## src/sv/pamf_pkg.sv

```systemverilog
`default_nettype none
// ---------------------------------------------------------------------------
// pamf_pkg
// Shared widths, codes and types of the polar arc mask and fade unit.
// ---------------------------------------------------------------------------
package pamf_pkg;

    localparam int unsigned ANGLE_W    = 9;
    localparam int unsigned RADIUS_W   = 6;
    localparam int unsigned LEVEL_W    = 8;
    localparam int unsigned MODE_W     = 2;
    localparam int unsigned STATUS_W   = 2;
    localparam int unsigned CFG_IDX_W  = 3;
    localparam int unsigned CFG_DATA_W = 9;

    localparam int unsigned FULL_TURN  = 360;

    // angle lifted by one turn, up to two turns
    localparam int unsigned EXT_ANGLE_W = ANGLE_W + 1;
    // signed differences of lifted angles or radii
    localparam int unsigned DIFF_W      = EXT_ANGLE_W + 1;
    // signed difference of two levels
    localparam int unsigned DLEV_W      = LEVEL_W + 1;
    // divider operands: magnitude of dx * dl over magnitude of dd
    localparam int unsigned DVS_W       = DIFF_W;
    localparam int unsigned DVD_W       = DIFF_W + LEVEL_W;
    // signed sum of start level and signed quotient
    localparam int unsigned SUM_W       = DVD_W + 2;

    typedef enum logic [MODE_W-1:0] {
        MODE_SOLID       = 2'd0,
        MODE_FADE_ANGLE  = 2'd1,
        MODE_FADE_RADIUS = 2'd2
    } t_arc_mode;

    typedef enum logic [STATUS_W-1:0] {
        ST_OUTSIDE   = 2'd0,
        ST_INSIDE    = 2'd1,
        ST_UNCHANGED = 2'd2
    } t_wr_status;

    typedef enum logic [CFG_IDX_W-1:0] {
        CFG_ARC_MODE     = 3'd0,
        CFG_START_ANGLE  = 3'd1,
        CFG_END_ANGLE    = 3'd2,
        CFG_FROM_LEVEL   = 3'd3,
        CFG_TO_LEVEL     = 3'd4,
        CFG_INNER_RADIUS = 3'd5,
        CFG_OUTER_RADIUS = 3'd6
    } t_cfg_idx;

    // side data that travels with a pixel through the divider
    typedef struct packed {
        t_wr_status         status;
        logic               use_div;
        logic [LEVEL_W-1:0] lvl;
        logic [LEVEL_W-1:0] from_lvl;
        logic               neg;
    } t_div_tag;

endpackage
`default_nettype wire

```

## src/sv/pamf_in_if.sv

```systemverilog
`default_nettype none
// ---------------------------------------------------------------------------
// pamf_in_if
// Pixel channel: polar angle and ring radius with valid/ready handshake.
// ---------------------------------------------------------------------------
interface pamf_in_if;
    import pamf_pkg::*;

    logic                valid;
    logic                ready;
    logic [ANGLE_W-1:0]  pixel_angle;
    logic [RADIUS_W-1:0] pixel_radius;

    modport source (output valid, output pixel_angle, output pixel_radius, input ready);
    modport sink   (input valid, input pixel_angle, input pixel_radius, output ready);
endinterface
`default_nettype wire

```

## src/sv/pamf_out_if.sv

```systemverilog
`default_nettype none
// ---------------------------------------------------------------------------
// pamf_out_if
// Result channel: write status and level with valid/ready handshake.
// ---------------------------------------------------------------------------
interface pamf_out_if;
    import pamf_pkg::*;

    logic                valid;
    logic                ready;
    logic [STATUS_W-1:0] write_status;
    logic [LEVEL_W-1:0]  level;

    modport source (output valid, output write_status, output level, input ready);
    modport sink   (input valid, input write_status, input level, output ready);
endinterface
`default_nettype wire

```

## src/sv/pamf_div.sv

```systemverilog
`default_nettype none
// ---------------------------------------------------------------------------
// pamf_div
// Pipelined restoring divider, one quotient bit per stage, with side tag.
// ---------------------------------------------------------------------------
module pamf_div (
    input  logic                         i_clk,
    input  logic                         i_rst_n,
    input  logic                         i_en,
    input  logic                         i_vld,
    input  logic [pamf_pkg::DVD_W-1:0]   i_dvd,
    input  logic [pamf_pkg::DVS_W-1:0]   i_dvs,
    input  pamf_pkg::t_div_tag           i_tag,
    output logic                         o_vld,
    output logic [pamf_pkg::DVD_W-1:0]   o_quo,
    output pamf_pkg::t_div_tag           o_tag
);
    import pamf_pkg::*;

    localparam int unsigned NSTG = DVD_W;

    logic             r_vld [NSTG];
    logic [DVD_W-1:0] r_dvd [NSTG];
    logic [DVD_W-1:0] r_quo [NSTG];
    logic [DVS_W-1:0] r_rem [NSTG];
    logic [DVS_W-1:0] r_dvs [NSTG];
    t_div_tag         r_tag [NSTG];

    logic             n_vld [NSTG];
    logic [DVD_W-1:0] n_dvd [NSTG];
    logic [DVD_W-1:0] n_quo [NSTG];
    logic [DVS_W-1:0] n_rem [NSTG];
    logic [DVS_W-1:0] n_dvs [NSTG];
    t_div_tag         n_tag [NSTG];

    logic             s_vld [NSTG];
    logic [DVD_W-1:0] s_dvd [NSTG];
    logic [DVD_W-1:0] s_quo [NSTG];
    logic [DVS_W-1:0] s_rem [NSTG];
    logic [DVS_W-1:0] s_dvs [NSTG];
    t_div_tag         s_tag [NSTG];

    always_comb begin
        s_vld[0] = i_vld;
        s_dvd[0] = i_dvd;
        s_quo[0] = '0;
        s_rem[0] = '0;
        s_dvs[0] = i_dvs;
        s_tag[0] = i_tag;
        for (int k = 1; k < NSTG; k++) begin
            s_vld[k] = r_vld[k-1];
            s_dvd[k] = r_dvd[k-1];
            s_quo[k] = r_quo[k-1];
            s_rem[k] = r_rem[k-1];
            s_dvs[k] = r_dvs[k-1];
            s_tag[k] = r_tag[k-1];
        end
    end

    always_comb begin
        logic [DVS_W:0] trial;
        trial = '0;
        for (int k = 0; k < NSTG; k++) begin
            trial    = {s_rem[k], s_dvd[k][DVD_W-1]};
            n_vld[k] = s_vld[k];
            n_tag[k] = s_tag[k];
            n_dvs[k] = s_dvs[k];
            n_dvd[k] = {s_dvd[k][DVD_W-2:0], 1'b0};
            if (trial >= {1'b0, s_dvs[k]}) begin
                n_rem[k] = DVS_W'(trial - {1'b0, s_dvs[k]});
                n_quo[k] = {s_quo[k][DVD_W-2:0], 1'b1};
            end else begin
                n_rem[k] = trial[DVS_W-1:0];
                n_quo[k] = {s_quo[k][DVD_W-2:0], 1'b0};
            end
        end
    end

    always_ff @(posedge i_clk) begin
        if (!i_rst_n) begin
            r_vld <= '{default: 1'b0};
        end else if (i_en) begin
            r_vld <= n_vld;
        end
    end

    always_ff @(posedge i_clk) begin
        if (i_en) begin
            r_dvd <= n_dvd;
            r_quo <= n_quo;
            r_rem <= n_rem;
            r_dvs <= n_dvs;
            r_tag <= n_tag;
        end
    end

    assign o_vld = r_vld[NSTG-1];
    assign o_quo = r_quo[NSTG-1];
    assign o_tag = r_tag[NSTG-1];

endmodule
`default_nettype wire

```

## src/sv/polar_arc_mask_fade_unit.sv

```systemverilog
`default_nettype none
// ---------------------------------------------------------------------------
// polar_arc_mask_fade_unit
// Arc membership and solid, angle-fade or radius-fade level per pixel.
// ---------------------------------------------------------------------------
// Accepts one pixel per clock while the output is not stalled and returns one
// result per pixel, in order. Each result passes
// 22 register stages: one for the arc test and differences, one for the
// multiply, 19 for the one-bit-per-stage divider that forms the linear map,
// and the output register. A stalled output freezes the whole pipeline;
// pixel ready is high whenever the output register is empty or being taken.
// Write configuration only while the pipeline is empty.
// ---------------------------------------------------------------------------
module polar_arc_mask_fade_unit (
    input  logic                            i_clk,
    input  logic                            i_rst_n,
    pamf_in_if.sink                         i_pix,
    pamf_out_if.source                      o_res,
    input  logic                            i_cfg_we,
    input  logic [pamf_pkg::CFG_IDX_W-1:0]  i_cfg_idx,
    input  logic [pamf_pkg::CFG_DATA_W-1:0] i_cfg_data
);
    import pamf_pkg::*;

    typedef struct packed {
        t_div_tag                  tag;
        logic signed [DIFF_W-1:0]  dx;
        logic signed [DIFF_W-1:0]  dd;
        logic signed [DLEV_W-1:0]  dl;
    } t_s1;

    // configuration
    logic [MODE_W-1:0]   r_mode;
    logic [ANGLE_W-1:0]  r_start;
    logic [ANGLE_W-1:0]  r_end;
    logic [LEVEL_W-1:0]  r_from;
    logic [LEVEL_W-1:0]  r_to;
    logic [RADIUS_W-1:0] r_inner;
    logic [RADIUS_W-1:0] r_outer;
    logic [ANGLE_W-1:0]  w_cfg_angle;

    assign w_cfg_angle = (i_cfg_data > CFG_DATA_W'(FULL_TURN)) ?
                         ANGLE_W'(FULL_TURN) : ANGLE_W'(i_cfg_data);

    always_ff @(posedge i_clk) begin
        if (!i_rst_n) begin
            r_mode  <= MODE_SOLID;
            r_start <= '0;
            r_end   <= ANGLE_W'(FULL_TURN);
            r_from  <= '0;
            r_to    <= '1;
            r_inner <= '0;
            r_outer <= '1;
        end else if (i_cfg_we) begin
            case (t_cfg_idx'(i_cfg_idx))
                CFG_ARC_MODE:     r_mode  <= i_cfg_data[MODE_W-1:0];
                CFG_START_ANGLE:  r_start <= w_cfg_angle;
                CFG_END_ANGLE:    r_end   <= w_cfg_angle;
                CFG_FROM_LEVEL:   r_from  <= i_cfg_data[LEVEL_W-1:0];
                CFG_TO_LEVEL:     r_to    <= i_cfg_data[LEVEL_W-1:0];
                CFG_INNER_RADIUS: r_inner <= i_cfg_data[RADIUS_W-1:0];
                CFG_OUTER_RADIUS: r_outer <= i_cfg_data[RADIUS_W-1:0];
                default: ;
            endcase
        end
    end

    // pipeline advance
    logic r_out_vld;
    logic w_en;

    assign w_en        = !r_out_vld || o_res.ready;
    assign i_pix.ready = w_en;

    // stage 1: arc test and differences
    logic                   w_wrap;
    logic [EXT_ANGLE_W-1:0] w_ang;
    logic [EXT_ANGLE_W-1:0] w_s;
    logic [EXT_ANGLE_W-1:0] w_a;
    logic [EXT_ANGLE_W-1:0] w_hi;
    logic                   w_in_open;
    logic                   w_in_closed;
    logic                   w_in_lift;
    logic                   w_in_solid_wrap;
    logic                   w_inside;
    logic                   w_fade;
    t_s1                    n_s1;
    t_s1                    r_s1;
    logic                   r_s1_vld;

    assign w_wrap = !(r_end > r_start);
    assign w_ang  = EXT_ANGLE_W'(i_pix.pixel_angle);
    assign w_s    = EXT_ANGLE_W'(r_start);
    assign w_a    = (w_wrap && (i_pix.pixel_angle <= r_end)) ?
                    w_ang + EXT_ANGLE_W'(FULL_TURN) : w_ang;
    assign w_hi   = w_wrap ? EXT_ANGLE_W'(r_end) + EXT_ANGLE_W'(FULL_TURN)
                           : EXT_ANGLE_W'(r_end);

    assign w_in_open       = (i_pix.pixel_angle > r_start) && (i_pix.pixel_angle < r_end);
    assign w_in_closed     = (i_pix.pixel_angle >= r_start) && (i_pix.pixel_angle <= r_end);
    assign w_in_lift       = (w_a >= w_s) && (w_a <= w_hi);
    assign w_in_solid_wrap = (i_pix.pixel_angle >= r_start) || (i_pix.pixel_angle <= r_end);

    always_comb begin
        n_s1.dl = $signed({1'b0, r_to}) - $signed({1'b0, r_from});
        case (t_arc_mode'(r_mode))
            MODE_FADE_ANGLE: begin
                w_fade   = 1'b1;
                w_inside = w_wrap ? w_in_lift : w_in_open;
                n_s1.dx  = $signed({1'b0, w_a}) - $signed({1'b0, w_s});
                n_s1.dd  = $signed({1'b0, w_hi}) - $signed({1'b0, w_s});
            end
            MODE_FADE_RADIUS: begin
                w_fade   = 1'b1;
                w_inside = w_wrap ? w_in_lift : w_in_closed;
                n_s1.dx  = $signed({{(DIFF_W-RADIUS_W){1'b0}}, i_pix.pixel_radius})
                         - $signed({{(DIFF_W-RADIUS_W){1'b0}}, r_inner});
                n_s1.dd  = $signed({{(DIFF_W-RADIUS_W){1'b0}}, r_outer})
                         - $signed({{(DIFF_W-RADIUS_W){1'b0}}, r_inner});
            end
            default: begin
                w_fade   = 1'b0;
                w_inside = w_wrap ? w_in_solid_wrap : w_in_open;
                n_s1.dx  = '0;
                n_s1.dd  = '0;
            end
        endcase

        n_s1.tag.from_lvl = r_from;
        n_s1.tag.neg      = 1'b0;
        n_s1.tag.use_div  = 1'b0;
        n_s1.tag.lvl      = '0;
        if (r_start == r_end) begin
            n_s1.tag.status = ST_UNCHANGED;
        end else if (!w_inside) begin
            n_s1.tag.status = ST_OUTSIDE;
        end else begin
            n_s1.tag.status = ST_INSIDE;
            if (!w_fade) begin
                n_s1.tag.lvl = r_to;
            end else if (n_s1.dd == '0) begin
                n_s1.tag.lvl = r_from;
            end else begin
                n_s1.tag.use_div = 1'b1;
            end
        end
    end

    always_ff @(posedge i_clk) begin
        if (!i_rst_n) begin
            r_s1_vld <= 1'b0;
        end else if (w_en) begin
            r_s1_vld <= i_pix.valid;
        end
    end

    always_ff @(posedge i_clk) begin
        if (w_en) begin
            r_s1 <= n_s1;
        end
    end

    // stage 2: magnitudes and product
    logic [DIFF_W-1:0]  w_mag_dx;
    logic [DIFF_W-1:0]  w_mag_dd;
    logic [DLEV_W-1:0]  w_abs_dl;
    t_div_tag           n_s2_tag;
    logic               r_s2_vld;
    logic [DVD_W-1:0]   r_s2_dvd;
    logic [DVS_W-1:0]   r_s2_dvs;
    t_div_tag           r_s2_tag;

    assign w_mag_dx = r_s1.dx[DIFF_W-1] ? DIFF_W'(-r_s1.dx) : DIFF_W'(r_s1.dx);
    assign w_mag_dd = r_s1.dd[DIFF_W-1] ? DIFF_W'(-r_s1.dd) : DIFF_W'(r_s1.dd);
    assign w_abs_dl = r_s1.dl[DLEV_W-1] ? DLEV_W'(-r_s1.dl) : DLEV_W'(r_s1.dl);

    always_comb begin
        n_s2_tag     = r_s1.tag;
        n_s2_tag.neg = r_s1.dx[DIFF_W-1] ^ r_s1.dd[DIFF_W-1] ^ r_s1.dl[DLEV_W-1];
    end

    always_ff @(posedge i_clk) begin
        if (!i_rst_n) begin
            r_s2_vld <= 1'b0;
        end else if (w_en) begin
            r_s2_vld <= r_s1_vld;
        end
    end

    always_ff @(posedge i_clk) begin
        if (w_en) begin
            r_s2_dvd <= DVD_W'(w_mag_dx * w_abs_dl[LEVEL_W-1:0]);
            r_s2_dvs <= w_mag_dd;
            r_s2_tag <= n_s2_tag;
        end
    end

    // divider stages
    logic             w_div_vld;
    logic [DVD_W-1:0] w_div_quo;
    t_div_tag         w_div_tag;

    pamf_div u_div (
        .i_clk   (i_clk),
        .i_rst_n (i_rst_n),
        .i_en    (w_en),
        .i_vld   (r_s2_vld),
        .i_dvd   (r_s2_dvd),
        .i_dvs   (r_s2_dvs),
        .i_tag   (r_s2_tag),
        .o_vld   (w_div_vld),
        .o_quo   (w_div_quo),
        .o_tag   (w_div_tag)
    );

    // output stage: apply sign, add start level, saturate, or pass the fixed level
    logic signed [SUM_W-1:0] w_quo_s;
    logic signed [SUM_W-1:0] w_sum;
    logic [LEVEL_W-1:0]      w_sat;
    logic [LEVEL_W-1:0]      n_out_level;
    logic [STATUS_W-1:0]     r_out_status;
    logic [LEVEL_W-1:0]      r_out_level;

    assign w_quo_s = $signed({2'b00, w_div_quo});
    assign w_sum   = $signed({{(SUM_W-LEVEL_W){1'b0}}, w_div_tag.from_lvl})
                   + (w_div_tag.neg ? -w_quo_s : w_quo_s);

    always_comb begin
        if (w_sum[SUM_W-1]) begin
            w_sat = '0;
        end else if (w_sum > $signed(SUM_W'({LEVEL_W{1'b1}}))) begin
            w_sat = '1;
        end else begin
            w_sat = w_sum[LEVEL_W-1:0];
        end
        n_out_level = w_div_tag.use_div ? w_sat : w_div_tag.lvl;
    end

    always_ff @(posedge i_clk) begin
        if (!i_rst_n) begin
            r_out_vld <= 1'b0;
        end else if (w_en) begin
            r_out_vld <= w_div_vld;
        end
    end

    always_ff @(posedge i_clk) begin
        if (w_en) begin
            r_out_status <= w_div_tag.status;
            r_out_level  <= n_out_level;
        end
    end

    assign o_res.valid        = r_out_vld;
    assign o_res.write_status = r_out_status;
    assign o_res.level        = r_out_level;

`ifndef SYNTHESIS
    a_level_zero_unless_inside: assert property (@(posedge i_clk) disable iff (!i_rst_n)
        o_res.valid && (o_res.write_status != ST_INSIDE) |-> o_res.level == '0)
        else $error("level nonzero on a result outside the arc");

    a_unchanged_needs_equal_angles: assert property (@(posedge i_clk) disable iff (!i_rst_n)
        o_res.valid && (o_res.write_status == ST_UNCHANGED) |-> r_start == r_end)
        else $error("unchanged status with distinct start and end angles");

    a_accept_enters_pipe: assert property (@(posedge i_clk) disable iff (!i_rst_n)
        i_pix.valid && i_pix.ready |=> r_s1_vld)
        else $error("accepted transaction missing from first stage");

    a_stall_holds_divider: assert property (@(posedge i_clk) disable iff (!i_rst_n)
        !w_en |=> $stable(w_div_vld) && $stable(w_div_quo))
        else $error("divider advanced during a stall");
`endif

endmodule
`default_nettype wire

```

## src/flat_wrapper.sv

```systemverilog
// flat-port wrapper written by rule: the top's interface ports become plain ports
module polar_arc_mask_fade_unit_flat import pamf_pkg::*;
  (i_clk, i_rst_n, i_cfg_we, i_cfg_idx, i_cfg_data, i_pix_valid, i_pix_pixel_angle, i_pix_pixel_radius, i_pix_ready, o_res_valid, o_res_write_status, o_res_level, o_res_ready);
  pamf_in_if i_pix_i ();
  pamf_out_if o_res_i ();
  input  logic i_clk;
  input  logic i_rst_n;
  input  logic i_cfg_we;
  input  logic [pamf_pkg::CFG_IDX_W-1:0] i_cfg_idx;
  input  logic [pamf_pkg::CFG_DATA_W-1:0] i_cfg_data;
  input wire logic [$bits(i_pix_i.valid)-1:0] i_pix_valid;
  input wire logic [$bits(i_pix_i.pixel_angle)-1:0] i_pix_pixel_angle;
  input wire logic [$bits(i_pix_i.pixel_radius)-1:0] i_pix_pixel_radius;
  output wire logic [$bits(i_pix_i.ready)-1:0] i_pix_ready;
  output wire logic [$bits(o_res_i.valid)-1:0] o_res_valid;
  output wire logic [$bits(o_res_i.write_status)-1:0] o_res_write_status;
  output wire logic [$bits(o_res_i.level)-1:0] o_res_level;
  input wire logic [$bits(o_res_i.ready)-1:0] o_res_ready;
  assign i_pix_i.valid = i_pix_valid;
  assign i_pix_i.pixel_angle = i_pix_pixel_angle;
  assign i_pix_i.pixel_radius = i_pix_pixel_radius;
  assign i_pix_ready = i_pix_i.ready;
  assign o_res_valid = o_res_i.valid;
  assign o_res_write_status = o_res_i.write_status;
  assign o_res_level = o_res_i.level;
  assign o_res_i.ready = o_res_ready;
  polar_arc_mask_fade_unit u_core (.i_clk(i_clk), .i_rst_n(i_rst_n), .i_pix(i_pix_i), .o_res(o_res_i), .i_cfg_we(i_cfg_we), .i_cfg_idx(i_cfg_idx), .i_cfg_data(i_cfg_data));
endmodule
```

## config.mk

```make
export PLATFORM = sky130hd
export DESIGN_NAME = polar_arc_mask_fade_unit_flat
export DESIGN_NICKNAME = d
export VERILOG_FILES = /design/src/sv/pamf_pkg.sv /design/src/sv/pamf_in_if.sv /design/src/sv/pamf_out_if.sv /design/src/sv/pamf_div.sv /design/src/sv/polar_arc_mask_fade_unit.sv /design/src/flat_wrapper.sv
export SDC_FILE = /design/constraint.sdc
export NUM_CORES = 2
export LEC_CHECK = 0
export ABC_AREA = 0
export ABC_CLOCK_PERIOD_IN_PS = 71000
export BUFFER_PORTS_ARGS = -buffer_cell sky130_fd_sc_hd__buf_2
export CAP_MARGIN = 20
export CORE_UTILIZATION = 45
export DETAILED_ROUTE_END_ITERATION = 6
export GPL_ROUTABILITY_DRIVEN = 0
export GPL_TIMING_DRIVEN = 0
export HOLD_SLACK_MARGIN = 0.15
export PLACE_DENSITY = 0.59
export RECOVER_POWER = 100
export SETUP_SLACK_MARGIN = 0.2
export SLEW_MARGIN = 5
export SYNTH_ARGS = -nofsm -noshare
export SYNTH_HDL_FRONTEND = slang
export SYNTH_HIERARCHICAL = 1
export SYNTH_SLANG_ARGS = --single-unit
```

## constraint.sdc

```tcl
create_clock -name i_clk -period 71 [get_ports i_clk]
set_clock_uncertainty 0.05 [all_clocks]
set_input_delay 10.65 -clock i_clk [delete_from_list [all_inputs] [get_ports i_clk]]
set_output_delay 10.65 -clock i_clk [all_outputs]
set_load 0.01 [all_outputs]
```

==> key figures <==
Run status
  – Status: finished with violations
  – Failing checks: DRC, capacitance limit, slew limit

Worst setup path
  – Setup CP Type: in2out
  – CP required: 60.30 ns
  – Arr. time, crit path: 22.58 ns
  – Worst path slowest cell: clkbuf_1
  – Reg2reg start: u_core/o_res.valid
  – Worst-path fanout max: 61
  – Cell breakdown of the critical path: buf_2 > nand2b_1 > clkbuf_1 > clkbuf_1 > clkbuf_1 > clkbuf_1 > clkbuf_1 > clkbuf_1
  – Crit path launch type: primary input
  – RR Endpoint: u_core/u_div/o_quo[5]
  – Setup crit start: o_res_ready
  – Worst stage delay on the critical path: 2.25 ns
  – Crit path top cell by count: clkbuf_1
  – Worst R2R Setup Slack: 55.72 ns
  – R2r worst-path depth: 7
  – CP Capture Type: primary output

Final layout
  – Most common cell after layout, fill and taps aside: edfxtp_1
  – Most frequent cells in the layout: 1247 x edfxtp_1, 434 x inv_1, 321 x ha_1, 296 x nor2_1, 169 x nand2_1
  – Final non-filler cell total: 6438
  – FF/Latch Area: 0.0388 mm²
  – Layout cells sized above 1: 7.75%
  – Multi-input logic area: 0.0197 mm²
  – Antenna Diode Count: 0
  – Layout net count: 4991
  – Fill cell count: 11405
  – Util after Layout: 50.3%
  – Layout area overhead: 10.7%

Timing
  – Final Cycle Share: 46.9%
  – Total Neg Setup Slack: 0 ns
  – RSZ-0062 raised after global routing: false
  – Fmax achieved: 30.0 MHz
  – Final count of pins violating max slew: 1276
  – Worst-case hold slack: 0.358 ns
  – Final min period: 33.28 ns
  – Final Hold Viols: 0
  – Worst-margin pin slew: 3.57 ns
  – Worst slew margin: -138%
  – Setup violators final: 0

Global route
  – Initial antenna violation count: 0
  – First-pass GRT wire length: 169000 µm
  – Vias in the first global route: 33108
  – GRT Util Overall: 15.4%
  – Total congestion overflow: 0
  – Pin count of the biggest net entering global routing: 72

Clocking
  – Hold Buf Count CTS: 0
  – Post-CTS sizing: 0
  – Bufs on Longest Clock Path: 3
  – CTS Buf Count: 139
  – TritonCTS clock tree: done
  – Clk_lat worst skew: 0.74 ns
  – Setup Buffers After CTS: 0
  – Clk Tree Root Cell: clkbuf_16
  – CTS sink cnt: 1317
  – H-Tree Depth: 4
  – Worst-path clk slew: 0.06 ns

Floorplan
  – Chip Width: 369 µm
  – Initial Utilization: 45.5%
  – Top Ports: 44
  – Die height: 369 µm
  – Core area: 0.134 mm²
  – Die area: 0.136 mm²
  – Rows: 134

Logic synthesis
  – Synth warn: 6
  – Syn Inst Count: 4356
  – Ys async rst share: 0%
  – Yosys reg bits: 1317
  – Cell variety after synth: 93
  – Sequential-to-total area share from yosys stat: 64.0%
  – Mean Syn Cell Area: 13.9 µm²
  – Cell Area, Synth: 0.0607 mm²
  – Syn nets: 4786
  – Post-synth EDFFs: 1247
  – Top_reg_cell synth: edfxtp_1

Placed design
  – I/O Buffers: 42
  – DP Cell Count: 6187
  – DPL Wire Length: 74700 µm

Detailed routing
  – Total wire length: 105000 µm
  – First DRT Iteration DRCs: 2001
  – Vias post-DR: 33366
  – Detailed-route vias per instance: 5.18
  – Routed wire length per instance: 16.3 µm
  – DRC viols: 2
  – DRT Pass-1 Iters: 7
  – Count of antenna-violating nets left after detailed routing: 0

Min path
  – Worst min path class: reg2reg
  – Hold Path Stages: 0
  – Worst hold start: u_core/u_div/n_tag[40]
  – Hold Crit Endpoint: u_core/u_div/n_tag[20]

Power and ir drop
  – Leakage power: 0.0268 µW
  – Worst vdd ir: 0.0231 mV
  – PD cells: 31.6 mW/mm²

Flow run
  – Max-cap violations: 21
-- per-layer routing --
layer / global-route usage, % / part of all wire [%] / vias up
met5: 0 / 0 / -
met4: 5.75 / 2.9 / 0
met3: 2.64 / 3.2 / 217
met2: 27.2 / 50 / 539
met1: 18.6 / 44 / 16063
li1: - / - / 16547
-- registers in the layout (all words and copies together), names as in the netlist, 9 cells and up --
signal and count:
u_core/u_div/r_rem 198, u_core/r_s2_tag 20, u_core/r_end 9, u_core/u_div/r_dvd 18
u_core/r_start 9, u_core/r_s2_dvs 11, u_core/u_div/n_dvs 198, u_core/u_div/n_tag 360
u_core/r_s1 31, u_core/u_div/n_vld 18, u_core/u_div/o_tag 20, u_core/u_div/n_dvd 153
u_core/n_s2_tag 19, u_core/u_div/r_quo 171, u_core/r_s2_dvd 19, u_core/u_div/o_quo 19
-- logic make-up (layout without fill, tap and decap cells) --
kind of cell,Yosys count,after routing,share of synthesized area (%)
buffers and inverters,507,821,3.32
adders and majority gates,398,398,9.15
AOI/OAI and AO/OA,723,723,8.16
xor gates and xnor gates,184,184,2.65
DFF,1317,1317,64.0
muxes,241,241,4.51
and+or+nand+nor,986,986,8.25
-- cells in the mapped netlist (all sizes together), types with 8 or more instances --
cell / number / area [µm²]
mux2i: 93 / 931
nor2: 298 / 1120
or4: 22 / 176
clkbuf: 39 / 148
a21boi: 26 / 195
a2111o: 8 / 90.1
a211o: 12 / 105
nand2: 169 / 634
o22ai: 10 / 75.1
o311ai: 10 / 87.6
nor3: 78 / 425
mux2: 148 / 1810
and2: 12 / 75.1
a31o: 11 / 96.3
buf: 33 / 235
o211ai: 36 / 280
xnor2: 143 / 1250
nand3: 89 / 455
fa: 77 / 1540
dfxtp: 70 / 1400
inv: 434 / 1630
o31a: 18 / 158
nand4: 28 / 175
o21bai: 8 / 60.1
o31ai: 25 / 198
or2: 30 / 190
xor2: 41 / 359
a21o: 23 / 173
nand2b: 69 / 432
nor2b: 85 / 532
o22a: 8 / 70.1
and4: 27 / 236
o2111ai: 18 / 158
a22oi: 19 / 143
a21oi: 163 / 850
ha: 321 / 4020
a211oi: 50 / 385
a31oi: 21 / 131
o21a: 92 / 691
o21ai: 127 / 639
edfxtp: 1247 / 37400
nor4: 15 / 100
or3: 34 / 213
-- critical path, delay by kind of cell --
family	cells	cell delay, ns
buffers and inverters	7	11.03
AND/OR/NAND/NOR	1	0.73
-- report_power, final --
group | leakage (µW) | switching, µW | internal [µW] | total, µW
clock network | 0.00204 | 291 | 380 | 671
registers | 0.0149 | 36.9 | 963 | 1000
logic | 0.00993 | 245 | 212 | 457
-- worst max-delay path by stage --
stage          cells past startpoint          end  slack (ns)
2_1_floorplan                      1  i_pix_ready       19.86
3_5_place_dp                       8  i_pix_ready       47.27
3_3_place_gp                       3  i_pix_ready        4.88
6_report                           8  i_pix_ready       37.72
4_1_cts                            8  i_pix_ready       47.27
5_1_grt                            8  i_pix_ready       36.08
-- through the flow --
stage | area [µm²] | total power [µW] | worst slack (ns)
after floorplan | 60700 | 1380 | 19.86
after global placement | 63200 | 1480 | 4.88
after detailed placement | 63700 | 1500 | 47.27
after CTS | 68000 | 2180 | 47.27
after global routing | 67200 | 2240 | 36.08
final | 67200 | 2130 | 37.72
-- final cells by class --
cell class,count,area share (%)
Tap cell,1768,3.29
Multi-Input combinational cell,2532,29.3
Clock inverter,76,0.880
Sequential cell,1317,57.8
Clock buffer,174,5.45
Inverter,435,2.43
Buffer,72,0.443
Timing Repair Buffer,64,0.408
Power figures use the tool's default switching activity.
